**config.mk**
```make
export PLATFORM = sky130hd
export DESIGN_NAME = utf8_sentence_segmenter
export DESIGN_NICKNAME = d
export VERILOG_FILES = /design/src/rtl/ussg_pkg.sv /design/src/rtl/ussg_char_decoder.sv /design/src/rtl/ussg_segment_tracker.sv /design/src/rtl/utf8_sentence_segmenter.sv
export VERILOG_INCLUDE_DIRS = /design/src /design/src/rtl
export SDC_FILE = /design/constraint.sdc
export NUM_CORES = 1
export LEC_CHECK = 0
export BUFFER_PORTS_ARGS = -buffer_cell sky130_fd_sc_hd__buf_2
export CAP_MARGIN = 20
export CORE_UTILIZATION = 35
export DETAILED_ROUTE_END_ITERATION = 7
export GPL_TIMING_DRIVEN = 0
export PLACE_DENSITY = 0.56
export SKIP_CTS_REPAIR_TIMING = 1
export SLEW_MARGIN = 20
export SYNTH_ARGS = -nofsm -noshare
export SYNTH_HDL_FRONTEND = slang
export SYNTH_SLANG_ARGS = --single-unit
```
**constraint.sdc**
```tcl
create_clock -name clock -period 4.7 [get_ports clock]
set_input_delay 0.235 -clock clock [delete_from_list [all_inputs] [get_ports clock]]
set_output_delay 0.235 -clock clock [all_outputs]
set_load 0.02 [all_outputs]
```
**src/rtl/utf8_sentence_segmenter_defines.svh**
```systemverilog
// assertion macros used by the segmenter top level
`ifndef UTF8_SENTENCE_SEGMENTER_DEFINES_SVH
`define UTF8_SENTENCE_SEGMENTER_DEFINES_SVH

// same-cycle implication, muted while reset is high
`define USSG_ASSERT_IMPLY(label, clk, rst, cond, prop) \
   label: assert property (@(posedge clk) disable iff (rst) (cond) |-> (prop)) \
      else $error("segmenter check failed");

// next-cycle implication, muted while reset is high
`define USSG_ASSERT_NEXT(label, clk, rst, cond, prop) \
   label: assert property (@(posedge clk) disable iff (rst) (cond) |=> (prop)) \
      else $error("segmenter check failed");

`endif

```
**src/rtl/ussg_pkg.sv**
```systemverilog
package ussg_pkg;

   localparam logic [7:0] MIN_SEGMENT_RESET = 8'd48;

   // ascii delimiters and whitespace
   localparam logic [7:0] CHAR_NEWLINE  = 8'h0A;
   localparam logic [7:0] CHAR_QUESTION = 8'h3F;
   localparam logic [7:0] CHAR_EXCLAIM  = 8'h21;
   localparam logic [7:0] CHAR_PERIOD   = 8'h2E;
   localparam logic [7:0] CHAR_SPACE    = 8'h20;
   localparam logic [7:0] CHAR_TAB      = 8'h09;
   localparam logic [7:0] CHAR_CR       = 8'h0D;

   // three-byte delimiters
   localparam logic [23:0] WIDE_FULL_STOP   = 24'hE38082;
   localparam logic [23:0] WIDE_COMMA       = 24'hE38081;
   localparam logic [23:0] WIDE_QUESTION    = 24'hEFBC9F;
   localparam logic [23:0] WIDE_EXCLAIM     = 24'hEFBC81;
   localparam logic [23:0] WIDE_PERIOD      = 24'hEFBC8E;

   // lead byte masks
   localparam logic [7:0] LEAD_ASCII_BIT = 8'h80;
   localparam logic [7:0] LEAD2_MASK     = 8'hE0;
   localparam logic [7:0] LEAD2_CODE     = 8'hC0;
   localparam logic [7:0] LEAD3_MASK     = 8'hF0;
   localparam logic [7:0] LEAD3_CODE     = 8'hE0;
   localparam logic [7:0] LEAD4_MASK     = 8'hF8;
   localparam logic [7:0] LEAD4_CODE     = 8'hF0;

   // output saturation
   localparam logic [15:0] START_LIMIT = 16'hFFFF;
   localparam logic [16:0] END_LIMIT   = 17'h10000;

   typedef struct packed {
      logic complete;
      logic delim;
      logic hard;
   } char_info_type;

   typedef struct packed {
      logic        overflow;
      logic        done;
      logic        append;
      logic [16:0] seg_end;
      logic [15:0] seg_start;
      logic        valid;
   } result_type;

   function automatic logic [2:0] char_length(input logic [7:0] lead);
      logic [2:0] len;
      if ((lead & LEAD_ASCII_BIT) == 8'h00) begin
         len = 3'd1;
      end else if ((lead & LEAD2_MASK) == LEAD2_CODE) begin
         len = 3'd2;
      end else if ((lead & LEAD3_MASK) == LEAD3_CODE) begin
         len = 3'd3;
      end else if ((lead & LEAD4_MASK) == LEAD4_CODE) begin
         len = 3'd4;
      end else begin
         len = 3'd1;
      end
      return len;
   endfunction

   function automatic logic is_space(input logic [7:0] b);
      return (b == CHAR_SPACE) || ((b >= CHAR_TAB) && (b <= CHAR_CR));
   endfunction

   function automatic logic wide_delimiter(input logic [23:0] v);
      return (v == WIDE_FULL_STOP) || (v == WIDE_COMMA) || (v == WIDE_QUESTION) ||
             (v == WIDE_EXCLAIM) || (v == WIDE_PERIOD);
   endfunction

endpackage

```
**src/rtl/ussg_char_decoder.sv**
```systemverilog
module ussg_char_decoder (
   input  logic                    clock,
   input  logic                    reset,
   input  logic                    step,
   input  logic [7:0]              text_byte,
   input  logic                    last_byte,
   output ussg_pkg::char_info_type char_info
);

   logic [1:0]  left_ff, left_in;
   logic [15:0] pending_ff, pending_in;
   logic        three_ff, three_in;
   logic [2:0]  len;

   always_comb begin
      len        = ussg_pkg::char_length(text_byte);
      left_in    = left_ff;
      pending_in = pending_ff;
      three_in   = three_ff;
      char_info  = '0;
      if (left_ff == 2'd0) begin
         if (len == 3'd1) begin
            char_info.complete = 1'b1;
            char_info.hard     = (text_byte == ussg_pkg::CHAR_NEWLINE);
            char_info.delim    = char_info.hard ||
                                 (text_byte == ussg_pkg::CHAR_QUESTION) ||
                                 (text_byte == ussg_pkg::CHAR_EXCLAIM) ||
                                 (text_byte == ussg_pkg::CHAR_PERIOD);
         end else begin
            left_in    = 2'(len - 3'd1);
            pending_in = {8'h00, text_byte};
            three_in   = (len == 3'd3);
         end
      end else begin
         left_in    = left_ff - 2'd1;
         pending_in = {pending_ff[7:0], text_byte};
         if (left_ff == 2'd1) begin
            char_info.complete = 1'b1;
            char_info.delim    = three_ff &&
                                 ussg_pkg::wide_delimiter({pending_ff, text_byte});
         end
      end
   end

   always_ff @(posedge clock) begin
      if (reset) begin
         left_ff    <= 2'd0;
         pending_ff <= '0;
         three_ff   <= 1'b0;
      end else if (step) begin
         if (last_byte) begin
            left_ff    <= 2'd0;
            pending_ff <= '0;
            three_ff   <= 1'b0;
         end else begin
            left_ff    <= left_in;
            pending_ff <= pending_in;
            three_ff   <= three_in;
         end
      end
   end

endmodule

```
**src/rtl/ussg_segment_tracker.sv**
```systemverilog
module ussg_segment_tracker #(
   parameter int MAX_TEXT_BYTES = 65536
) (
   input  logic                    clock,
   input  logic                    reset,
   input  logic                    step,
   input  logic [7:0]              text_byte,
   input  logic                    last_byte,
   input  ussg_pkg::char_info_type char_info,
   input  logic [7:0]              min_segment_bytes,
   output logic                    emit,
   output ussg_pkg::result_type    result
);

   localparam int POS_W = $clog2(MAX_TEXT_BYTES + 1);
   localparam int EXT_W = (POS_W > 17) ? POS_W : 17;
   localparam logic [POS_W-1:0] MAX_POS = POS_W'(MAX_TEXT_BYTES);

   logic [POS_W-1:0] pos_ff, open_ff, first_ff, last_ff;
   logic             has_ff, any_ff, ovf_ff;

   logic [POS_W-1:0] idx, end_pos, span, tail_len, kept_first, kept_end;
   logic [POS_W-1:0] min_ext;
   logic [EXT_W-1:0] start_ext, end_ext;
   logic             at_limit, kept, has_k, close, ovf_in;

   always_comb begin
      at_limit   = (pos_ff >= MAX_POS);
      ovf_in     = ovf_ff | at_limit;
      idx        = at_limit ? (MAX_POS - POS_W'(1)) : pos_ff;
      end_pos    = idx + POS_W'(1);
      kept       = !ussg_pkg::is_space(text_byte);
      kept_first = (kept && !has_ff) ? idx : first_ff;
      kept_end   = kept ? end_pos : last_ff;
      has_k      = has_ff | kept;
      min_ext    = {{(POS_W-8){1'b0}}, min_segment_bytes};
      span       = end_pos - open_ff;
      tail_len   = kept_end - kept_first;
      close      = char_info.complete && char_info.delim &&
                   (char_info.hard || !any_ff || (span >= min_ext));
      emit       = (close && has_k) || last_byte;

      start_ext  = EXT_W'(kept_first);
      end_ext    = EXT_W'(kept_end);
      result     = '0;
      result.done     = last_byte;
      result.overflow = ovf_in;
      result.valid    = has_k;
      if (has_k) begin
         result.seg_start = (start_ext > EXT_W'(ussg_pkg::START_LIMIT)) ?
                            ussg_pkg::START_LIMIT : start_ext[15:0];
         result.seg_end   = (end_ext > EXT_W'(ussg_pkg::END_LIMIT)) ?
                            ussg_pkg::END_LIMIT : end_ext[16:0];
         result.append    = !close && any_ff && (tail_len < min_ext);
      end
   end

   always_ff @(posedge clock) begin
      if (reset) begin
         pos_ff   <= '0;
         open_ff  <= '0;
         first_ff <= '0;
         last_ff  <= '0;
         has_ff   <= 1'b0;
         any_ff   <= 1'b0;
         ovf_ff   <= 1'b0;
      end else if (step) begin
         if (last_byte) begin
            pos_ff   <= '0;
            open_ff  <= '0;
            first_ff <= '0;
            last_ff  <= '0;
            has_ff   <= 1'b0;
            any_ff   <= 1'b0;
            ovf_ff   <= 1'b0;
         end else begin
            pos_ff   <= end_pos;
            first_ff <= kept_first;
            last_ff  <= kept_end;
            ovf_ff   <= ovf_in;
            if (close) begin
               open_ff <= end_pos;
               has_ff  <= 1'b0;
               any_ff  <= any_ff | has_k;
            end else begin
               has_ff  <= has_k;
            end
         end
      end
   end

endmodule

```
**src/rtl/utf8_sentence_segmenter.sv**
```systemverilog
// UTF-8 sentence segmenter. Text enters one byte per transfer on req_ (req_tlast on the
// final byte) and leaves as segments given by byte offsets, ASCII whitespace trimmed.
// A newline always closes a segment; the first segment closes at any delimiter
// (ideographic full stop or comma, fullwidth ? ! ., or ASCII ? ! .) and later ones only
// once their untrimmed length reaches min_segment_bytes, set through csr_we/csr_wdata
// (reset 48) while the block is idle. Empty segments produce no transfer, except that
// the final byte always yields exactly one rsp_ transfer with rsp_tlast set, carrying
// the closed segment, the trimmed tail (append flag set when short and not the first
// segment) or an empty marker. One byte is taken every cycle while rsp_tready is high:
// an input register feeds a single pass of character decode and offset tracking into
// the result register. Texts longer than MAX_TEXT_BYTES raise the overflow flag and
// saturate offsets.
`include "utf8_sentence_segmenter_defines.svh"

module utf8_sentence_segmenter #(
   parameter int MAX_TEXT_BYTES = 65536
) (
   input  logic        clock,
   input  logic        reset,
   // configuration write
   input  logic        csr_we,
   input  logic [7:0]  csr_wdata,     // min_segment_bytes
   // text byte stream
   input  logic        req_tvalid,
   output logic        req_tready,
   input  logic [7:0]  req_tdata,     // [7:0] text_byte
   input  logic        req_tlast,     // last_byte
   // segment stream
   output logic        rsp_tvalid,
   input  logic        rsp_tready,
   output logic [39:0] rsp_tdata,     // [15:0] segment_start, [32:16] segment_end, rest zero
   output logic [2:0]  rsp_tuser,     // [0] segment_valid, [1] append_to_previous,
                                      // [2] length_overflow
   output logic        rsp_tlast      // text_done
);

   // configuration register
   logic [7:0] min_ff;

   // input register stage
   logic       in_valid_ff;
   logic [7:0] in_byte_ff;
   logic       in_last_ff;

   // result register stage
   logic                 rsp_valid_ff;
   ussg_pkg::result_type rsp_ff;

   ussg_pkg::char_info_type char_info;
   ussg_pkg::result_type    result;
   logic                    emit;
   logic                    step;

   // the held byte is processed whenever the result register is free or draining
   assign step       = in_valid_ff && (!rsp_valid_ff || rsp_tready);
   assign req_tready = !in_valid_ff || step;

   always_ff @(posedge clock) begin
      if (reset) begin
         min_ff <= ussg_pkg::MIN_SEGMENT_RESET;
      end else if (csr_we) begin
         min_ff <= csr_wdata;
      end
   end

   // input register: payload loads on every accepted transfer
   always_ff @(posedge clock) begin
      if (reset) begin
         in_valid_ff <= 1'b0;
      end else if (req_tready) begin
         in_valid_ff <= req_tvalid;
      end
      if (req_tvalid && req_tready) begin
         in_byte_ff <= req_tdata;
         in_last_ff <= req_tlast;
      end
   end

   ussg_char_decoder u_decoder (
      .clock     (clock),
      .reset     (reset),
      .step      (step),
      .text_byte (in_byte_ff),
      .last_byte (in_last_ff),
      .char_info (char_info)
   );

   ussg_segment_tracker #(
      .MAX_TEXT_BYTES (MAX_TEXT_BYTES)
   ) u_tracker (
      .clock             (clock),
      .reset             (reset),
      .step              (step),
      .text_byte         (in_byte_ff),
      .last_byte         (in_last_ff),
      .char_info         (char_info),
      .min_segment_bytes (min_ff),
      .emit              (emit),
      .result            (result)
   );

   // result register: a byte that closes nothing leaves it empty
   always_ff @(posedge clock) begin
      if (reset) begin
         rsp_valid_ff <= 1'b0;
      end else if (step) begin
         rsp_valid_ff <= emit;
      end else if (rsp_tready) begin
         rsp_valid_ff <= 1'b0;
      end
      if (step) begin
         rsp_ff <= result;
      end
   end

   assign rsp_tvalid = rsp_valid_ff;
   assign rsp_tdata  = {7'd0, rsp_ff.seg_end, rsp_ff.seg_start};
   assign rsp_tuser  = {rsp_ff.overflow, rsp_ff.append, rsp_ff.valid};
   assign rsp_tlast  = rsp_ff.done;

   // an empty marker only ever ends a text
   `USSG_ASSERT_IMPLY(a_empty_only_at_end, clock, reset,
      rsp_tvalid && !rsp_tuser[0], rsp_tlast && rsp_tdata == 40'd0 && !rsp_tuser[1])
   // append applies only to a real tail on the final byte
   `USSG_ASSERT_IMPLY(a_append_is_tail, clock, reset,
      rsp_tvalid && rsp_tuser[1], rsp_tlast && rsp_tuser[0])
   // a kept segment is never empty
   `USSG_ASSERT_IMPLY(a_segment_nonempty, clock, reset,
      rsp_tvalid && rsp_tuser[0], rsp_tdata[32:16] > {1'b0, rsp_tdata[15:0]})
   // a processed byte with a result lands in the output register
   `USSG_ASSERT_NEXT(a_emit_lands, clock, reset,
      step && emit, rsp_tvalid)

endmodule
```
* Word level (Yosys, flattened, before mapping) *
Index checks and enable logic that the tools add are counted.

cells by class
  bitwise logic cells = 4
  mux-type cells = 34
  div/mod/pow operators = 0
  multiply operators = 0
  equal/unequal tests = 18
  order comparisons = 7
  shift operators = 0
  $add $sub $neg = 5
  reduce and logical (&&, ||, !) cells = 38

operator list
  kind                   count
  $mux 17                9
  $eq 24x24->1 const B   5
  $mux 16                4
  $sub 17x17->17         2
  $eq 8x6->1 const B     4
  $add 17x1->17 const B  1
  $ge 17x17->1 const B   1
  $ge 17x8->1            1
  $gt 17x16->1 const B   1
  $gt 17x17->1 const B   1
  $lt 17x8->1            1
  $mux 3                 5
  $logic_or 1x1->1       13
  $mux 1                 11
  $logic_and 1x1->1      10
  $mux 2                 5
  $eq 8x4->1 const B     1
  $ge 8x4->1 const B     1
  $le 8x4->1 const B     1
  $logic_not 8->1        1
  $logic_not 1->1        6
  $reduce_bool 2->1      3
  $eq 5x5->1 const B     1
  $eq 4x4->1 const B     1
  other kinds (13)       17

storage, ports and cells
  bits in latches = 0
  register bits = 146
  memories kept = 0
  logic and storage cells = 128
  bits in writable memories = 0
  ROM bits = 0

* Logic depth before layout (Yosys ltp) *
  depth in word-level cells = 14
  depth in mapped cells = 24
  mapped depth without buffers = 21

* Hierarchy *
Synthesis repeated with hierarchy kept, for this count alone.

unflattened totals
  cells, all modules = 926
  area total of the unflattened synthesis = 8449.4 µm²

modules (own cells, without submodules)
  module                   area an instance (µm²)  cells each  times used
  ussg_segment_tracker     5579.1                  711         1
  utf8_sentence_segmenter  1815.5                  90          1
  ussg_char_decoder        1054.8                  125         1

* Worst setup path before layout *
OpenSTA, ideal clock, no wires.

  path kind = register to register
  start point = register u_tracker.pos_ff[16]
  end point = register u_tracker.open_ff[14]
  setup time = 0.117 ns
  arrival time = 4.825 ns
  path buffers = 4
  stages on the path, launching flop included = 23
  slack = -0.242 ns
  required time = 4.583 ns
  cell sequence = dfxtp_1 -> buf_2 -> buf_2 -> or2_2 -> ha_1 -> o21ai_1 -> xor2_1 -> ha_1 -> o211ai_1 -> a21oi_1 -> nor2_1 -> xnor2_1 -> ha_1 -> a21o_1 -> a2111oi_4 -> o221ai_1 -> or4b_1 -> and4b_1 -> a21oi_2 -> and3_1 -> buf_6 -> buf_6 -> a22o_1

between the ends
  cells in the longest elaborated chain, start to end = 9
  elaborated cells on any way between the ends = 11
  those cells by class = 2 x add/sub; 2 x order compare; 3 x mux; 4 x reduce/logical

RTL lines
  what                         line                        text
  start, declared              ussg_segment_tracker.sv:19  logic [POS_W-1:0] pos_ff, open_ff, first_ff, last_ff;
  start signal, assigned       ussg_segment_tracker.sv:77  pos_ff <= end_pos;
  $ge 17x17->1                 ussg_segment_tracker.sv:28  at_limit = (pos_ff >= MAX_POS);
  $mux 17 (*)                  ussg_segment_tracker.sv:30  idx = at_limit ? (MAX_POS - POS_W'(1)) : pos_ff;
  $add 17x1->17 (*)            ussg_segment_tracker.sv:31  end_pos = idx + POS_W'(1);
  $sub 17x17->17               ussg_segment_tracker.sv:37  span = end_pos - open_ff;
  $ge 17x8->1                  ussg_segment_tracker.sv:40  (char_info.hard || !any_ff || (span >= min_ext));
  $logic_or 1x1->1             ussg_segment_tracker.sv:40
  $logic_and 1x1->1            ussg_segment_tracker.sv:39  close = char_info.complete && char_info.delim &&
  $reduce_bool 2->1 (no line)  --
  $reduce_and 2->1 (no line)   --
  end signal, assigned         ussg_segment_tracker.sv:82  open_ff <= end_pos;
  end, declared                ussg_segment_tracker.sv:19

Every way passes the cells marked *; elsewhere a longest branch is shown, timed or not. The select of a mux whose other input is x is not followed.
A chain may end at the register's enable or synchronous reset.

* Worst setup path after layout *
  start point = register u_tracker.pos_ff[16]
  end point = register u_tracker.open_ff[10]

Same word-level chain as after synthesis.

==> summary.md <==
In this run the horizontal extent of the chip is 155 um. After clock tree synthesis, the clock-pin slew on the worst setup and hold paths is 0.06 ns. The floorplan has 55 rows. The final route contains 7250 vias.

The logs give 8.5% for the part of the power in combinational logic and 1137 for the number of nets in the layout. In this run the cell area measured after placement is 8970 um2. The analysis attributes to cell leakage a power of 0.00412 uW.

Setup violations remaining at the end of the flow were counted as 18. Fraction of the cycle the final worst path needs: 106%. TritonCTS built the clock tree. The area of the core is 22800 um2.

The area growth from synthesis to layout is 25.3%. The checks that failed: negative setup slack. In this run the tool buffered the top-level ports with 58 buffer cells. On the final layout, the worst clock skew is 0.00765 ns. The shortest clock period the worst path allows after layout is 4.98 ns, and the internal power is 2280 uW.

The slew at the pin with the worst max-slew slack is 0.827 ns. The count of flip-flops with a built-in enable after synthesis works out to 46. STA classifies the critical path endpoint as a register. The number of different library cells used by synthesis comes to 63. The repair_antennas step left the layout with diodes totalling 0.

Sequential cells burn 44.4% of the power. The tightest hold path in the finished design has a slack of 0.0226 ns. The initial antenna violation count is 0. The total number of H-tree levels is 4, and the flip-flop and latch count after synthesis is 146.

The critical path is of the register to register type. The async set or reset register ratio after synthesis was 0%; the pin count of the biggest net entering global routing was 30. The library cell used most frequently in the layout, excluding fill and tap cells, is sky130_fd_sc_hd__nor2_1. At the worst endpoint, the arrival time is 5.35 ns. Worst slew slack as a fraction of its limit: 44.9%. The first global-routing pass estimated 36200 um of wire. For this run, the number of standard cells in the final layout without fillers is 1389.

Total power draw: 3020 uW. After synthesis the cells add up to 8170 um2. The top cell types in the final layout, fill and taps aside, are 154 x sky130_fd_sc_hd__nor2_1, 99 x sky130_fd_sc_hd__dfxtp_1, 93 x sky130_fd_sc_hd__a21oi_1, 60 x sky130_fd_sc_hd__buf_2, 52 x sky130_fd_sc_hd__nand2_1.

Derived from the worst setup path, the maximum achievable clock frequency is 201 MHz. The run finished, with violations left. The part of the power in the clock network is 47.1%, and the average detailed-routed wire length per instance is 17.0 um. The run gives 6707 as the via count of the first global-routing pass. The run gives 416 as the number of DRC markers after the initial detailed-route iteration.

The class of the worst hold path was input pin to register. Initial core utilization: 35.9%. Of the total power, the share spent switching nets is 24.5%.

Clock tree synthesis selected as its root buffer the cell sky130_fd_sc_hd__clkbuf_16. The logs give 19.7% for the global routing usage summed across all routing layers and 10200 um2 for the final instance area. The dominant register cell in the synthesized netlist is sky130_fd_sc_hd__dfxtp_1.

The logs give 23700 um for the post-detailed-routing wire length and 146 for the number of clock sinks. Detailed placement ended at an HPWL of 17300 um. The cell count after synthesis came out at 936. For the total global routing overflow, the log shows 0.

The part of the Yosys area used for sequential elements is 41.4%, and the area of the die is 24000 um2. The power per standard cell area works out to 295 nW/um2. The worst-case IR drop observed on VDD is 0.223 mV. STA classifies the critical path startpoint as a register.

The later pin in the worst-skew pair is clocked with a latency of 0.43 ns. After detailed routing, the number of vias per cell comes to 5.22. The count of final hold-check violations was 0; the net switching power of the design was 740 uW. The maximum clock insertion buffer count was 2; the required time of the critical path was 5.07 ns. The synthesized area per cell was 8.73 um2; the routability-driven placement congestion ratio was 0.892. For this run, the detailed router's first-pass iteration total came to 5. In this run the worst path has a maximum fanout of 8.

From bottom edge to top edge, the die measures 155 um. After detailed routing, the number of remaining DRC violations is 0. The tools report the instance count after placement with tap cells included as 1314. Setup repair after global routing could not meet its margin everywhere. For the CTS buffer count, the log shows 17. The tools report the final number of max-transition violations as 0.

The number of top-level pins was 68; the antenna violation net count after detailed routing was 0. The number of warnings printed during yosys synthesis is 0. The setup slack at placement was -1.45 ns; the layout cell share with drive strength beyond 1 was 19.6%. The logs give -0.280 ns for the final worst-path setup slack and 0 for the max-cap violation count.
## final cells by class
| class | instances | area [um2] |
|---|---|---|
| Tap cell | 313 | 392 |
| Clock buffer | 19 | 453 |
| Fill cell | 2265 | 12500 |
| Timing Repair Buffer | 105 | 702 |
| Clock inverter | 13 | 158 |
| Buffer | 49 | 278 |
| Multi-Input combinational cell | 701 | 4710 |
| Inverter | 43 | 161 |
| Sequential cell | 146 | 3390 |
## stage by stage
stage                     setup TNS (ns)  util [%]
after CTS                         -13.67      42.1
after floorplan                        0         -
after detailed placement          -13.07      39.4
after global placement            -12.74      39.3
after global routing               -7.60      45.0
final                              -4.53      45.0
## Yosys cell counts, drive strengths merged (2+ instances only)
| library cell | number | share of area (%) |
|---|---|---|
| a2111oi | 2 | 0.44 |
| a211oi | 5 | 0.46 |
| a21o | 9 | 0.83 |
| a21oi | 99 | 6.2 |
| a22o | 17 | 1.8 |
| a22oi | 41 | 3.8 |
| a31oi | 6 | 0.46 |
| and2 | 4 | 0.31 |
| and3 | 17 | 1.3 |
| and4 | 2 | 0.21 |
| and4b | 2 | 0.26 |
| buf | 15 | 1.4 |
| clkbuf | 37 | 1.7 |
| dfxtp | 100 | 25 |
| edfxtp | 46 | 17 |
| fa | 2 | 0.49 |
| ha | 50 | 7.7 |
| inv | 43 | 2.0 |
| mux2 | 10 | 1.4 |
| mux2i | 11 | 1.3 |
| nand2 | 53 | 2.5 |
| nand2b | 7 | 0.54 |
| nand3 | 28 | 1.9 |
| nand4 | 9 | 0.69 |
| nand4b | 3 | 0.32 |
| nor2 | 160 | 7.4 |
| nor2b | 25 | 1.9 |
| nor3 | 9 | 0.55 |
| nor3b | 2 | 0.18 |
| nor4 | 4 | 0.31 |
| o2111ai | 2 | 0.21 |
| o211ai | 6 | 0.55 |
| o21a | 4 | 0.37 |
| o21ai | 44 | 2.7 |
| o21bai | 3 | 0.28 |
| o22a | 2 | 0.21 |
| o31a | 5 | 0.54 |
| o31ai | 10 | 1.1 |
| or2 | 3 | 0.23 |
| xnor2 | 19 | 2.0 |
| xor2 | 11 | 1.2 |
## logic make-up (layout without fill, tap and decap cells)
family,count (synthesis),in the layout,share of synthesized area (%)
DFF,146,146,41.4
AOI/OAI and AO/OA,261,261,20.6
other,1,7,0.0459
xor gates and xnor gates,30,30,3.22
and+or+nand+nor,330,330,18.8
muxes,21,21,2.73
adders and majority gates,52,52,8.15
buffers and inverters,95,229,5.07
## worst max-delay path: stages (launching register included)
cell	delay, ns
sky130_fd_sc_hd__dfxtp_4	0.36
sky130_fd_sc_hd__buf_8	0.13
sky130_fd_sc_hd__buf_8	0.12
sky130_fd_sc_hd__or2_4	0.26
sky130_fd_sc_hd__ha_4	0.21
sky130_fd_sc_hd__o21ai_4	0.11
sky130_fd_sc_hd__nor2_1	0.07
sky130_fd_sc_hd__o31a_1	0.37
sky130_fd_sc_hd__ha_4	0.29
sky130_fd_sc_hd__a21oi_1	0.18
sky130_fd_sc_hd__nand2_1	0.07
sky130_fd_sc_hd__o21ai_1	0.10
sky130_fd_sc_hd__xnor2_1	0.10
sky130_fd_sc_hd__ha_1	0.35
sky130_fd_sc_hd__a2111oi_4	0.35
sky130_fd_sc_hd__o221ai_1	0.16
sky130_fd_sc_hd__or4b_4	0.50
sky130_fd_sc_hd__and4b_2	0.34
sky130_fd_sc_hd__a21oi_4	0.11
sky130_fd_sc_hd__o31ai_4	0.44
sky130_fd_sc_hd__buf_6	0.18
sky130_fd_sc_hd__a22o_1	0.14
## power by group through the flow
| stage | Clock [uW] | Combinational [uW] | Sequential, uW |
|---|---|---|---|
| 6_report | 1420 | 256 | 1340 |
| 5_1_grt | 1500 | 277 | 1340 |
| 4_1_cts | 1440 | 222 | 1340 |
| 3_5_place_dp | 0 | 220 | 1370 |
| 3_3_place_gp | 0 | 217 | 1370 |
| 2_1_floorplan | 0 | 125 | 1390 |
## sequential cells by signal (all words and copies together) (netlist names), 2 cells and up
name,count
u_tracker.open_ff,17
u_tracker.pos_ff,17
u_decoder.left_ff,2
rsp_tuser,3
u_tracker.first_ff,17
min_ff,8
rsp_tdata,33
in_byte_ff,8
u_tracker.last_ff,17
u_decoder.pending_ff,16
## final timing paths
| check | startpoint | endpoint | slack (ns) | depth (start not counted) |
|---|---|---|---|---|
| setup reg to reg | u_tracker.pos_ff[16] | u_tracker.open_ff[10] | -0.28 | 21 |
| setup / recovery | u_tracker.pos_ff[16] | u_tracker.open_ff[10] | -0.28 | 21 |
| hold / removal | csr_wdata[5] | min_ff[5] | 0.02 | 3 |
| hold reg to reg | u_decoder.pending_ff[9] | u_decoder.pending_ff[9] | 0.45 | 2 |
## layer usage
layer	vias up	wire [um]	global-route usage (%)
met2	178	11400	33.1
met5	-	0	0
met4	0	443	5.80
li1	3609	-	-
met1	3438	10800	25.6
met3	25	1050	3.78
(Power assumes the default switching activity.)
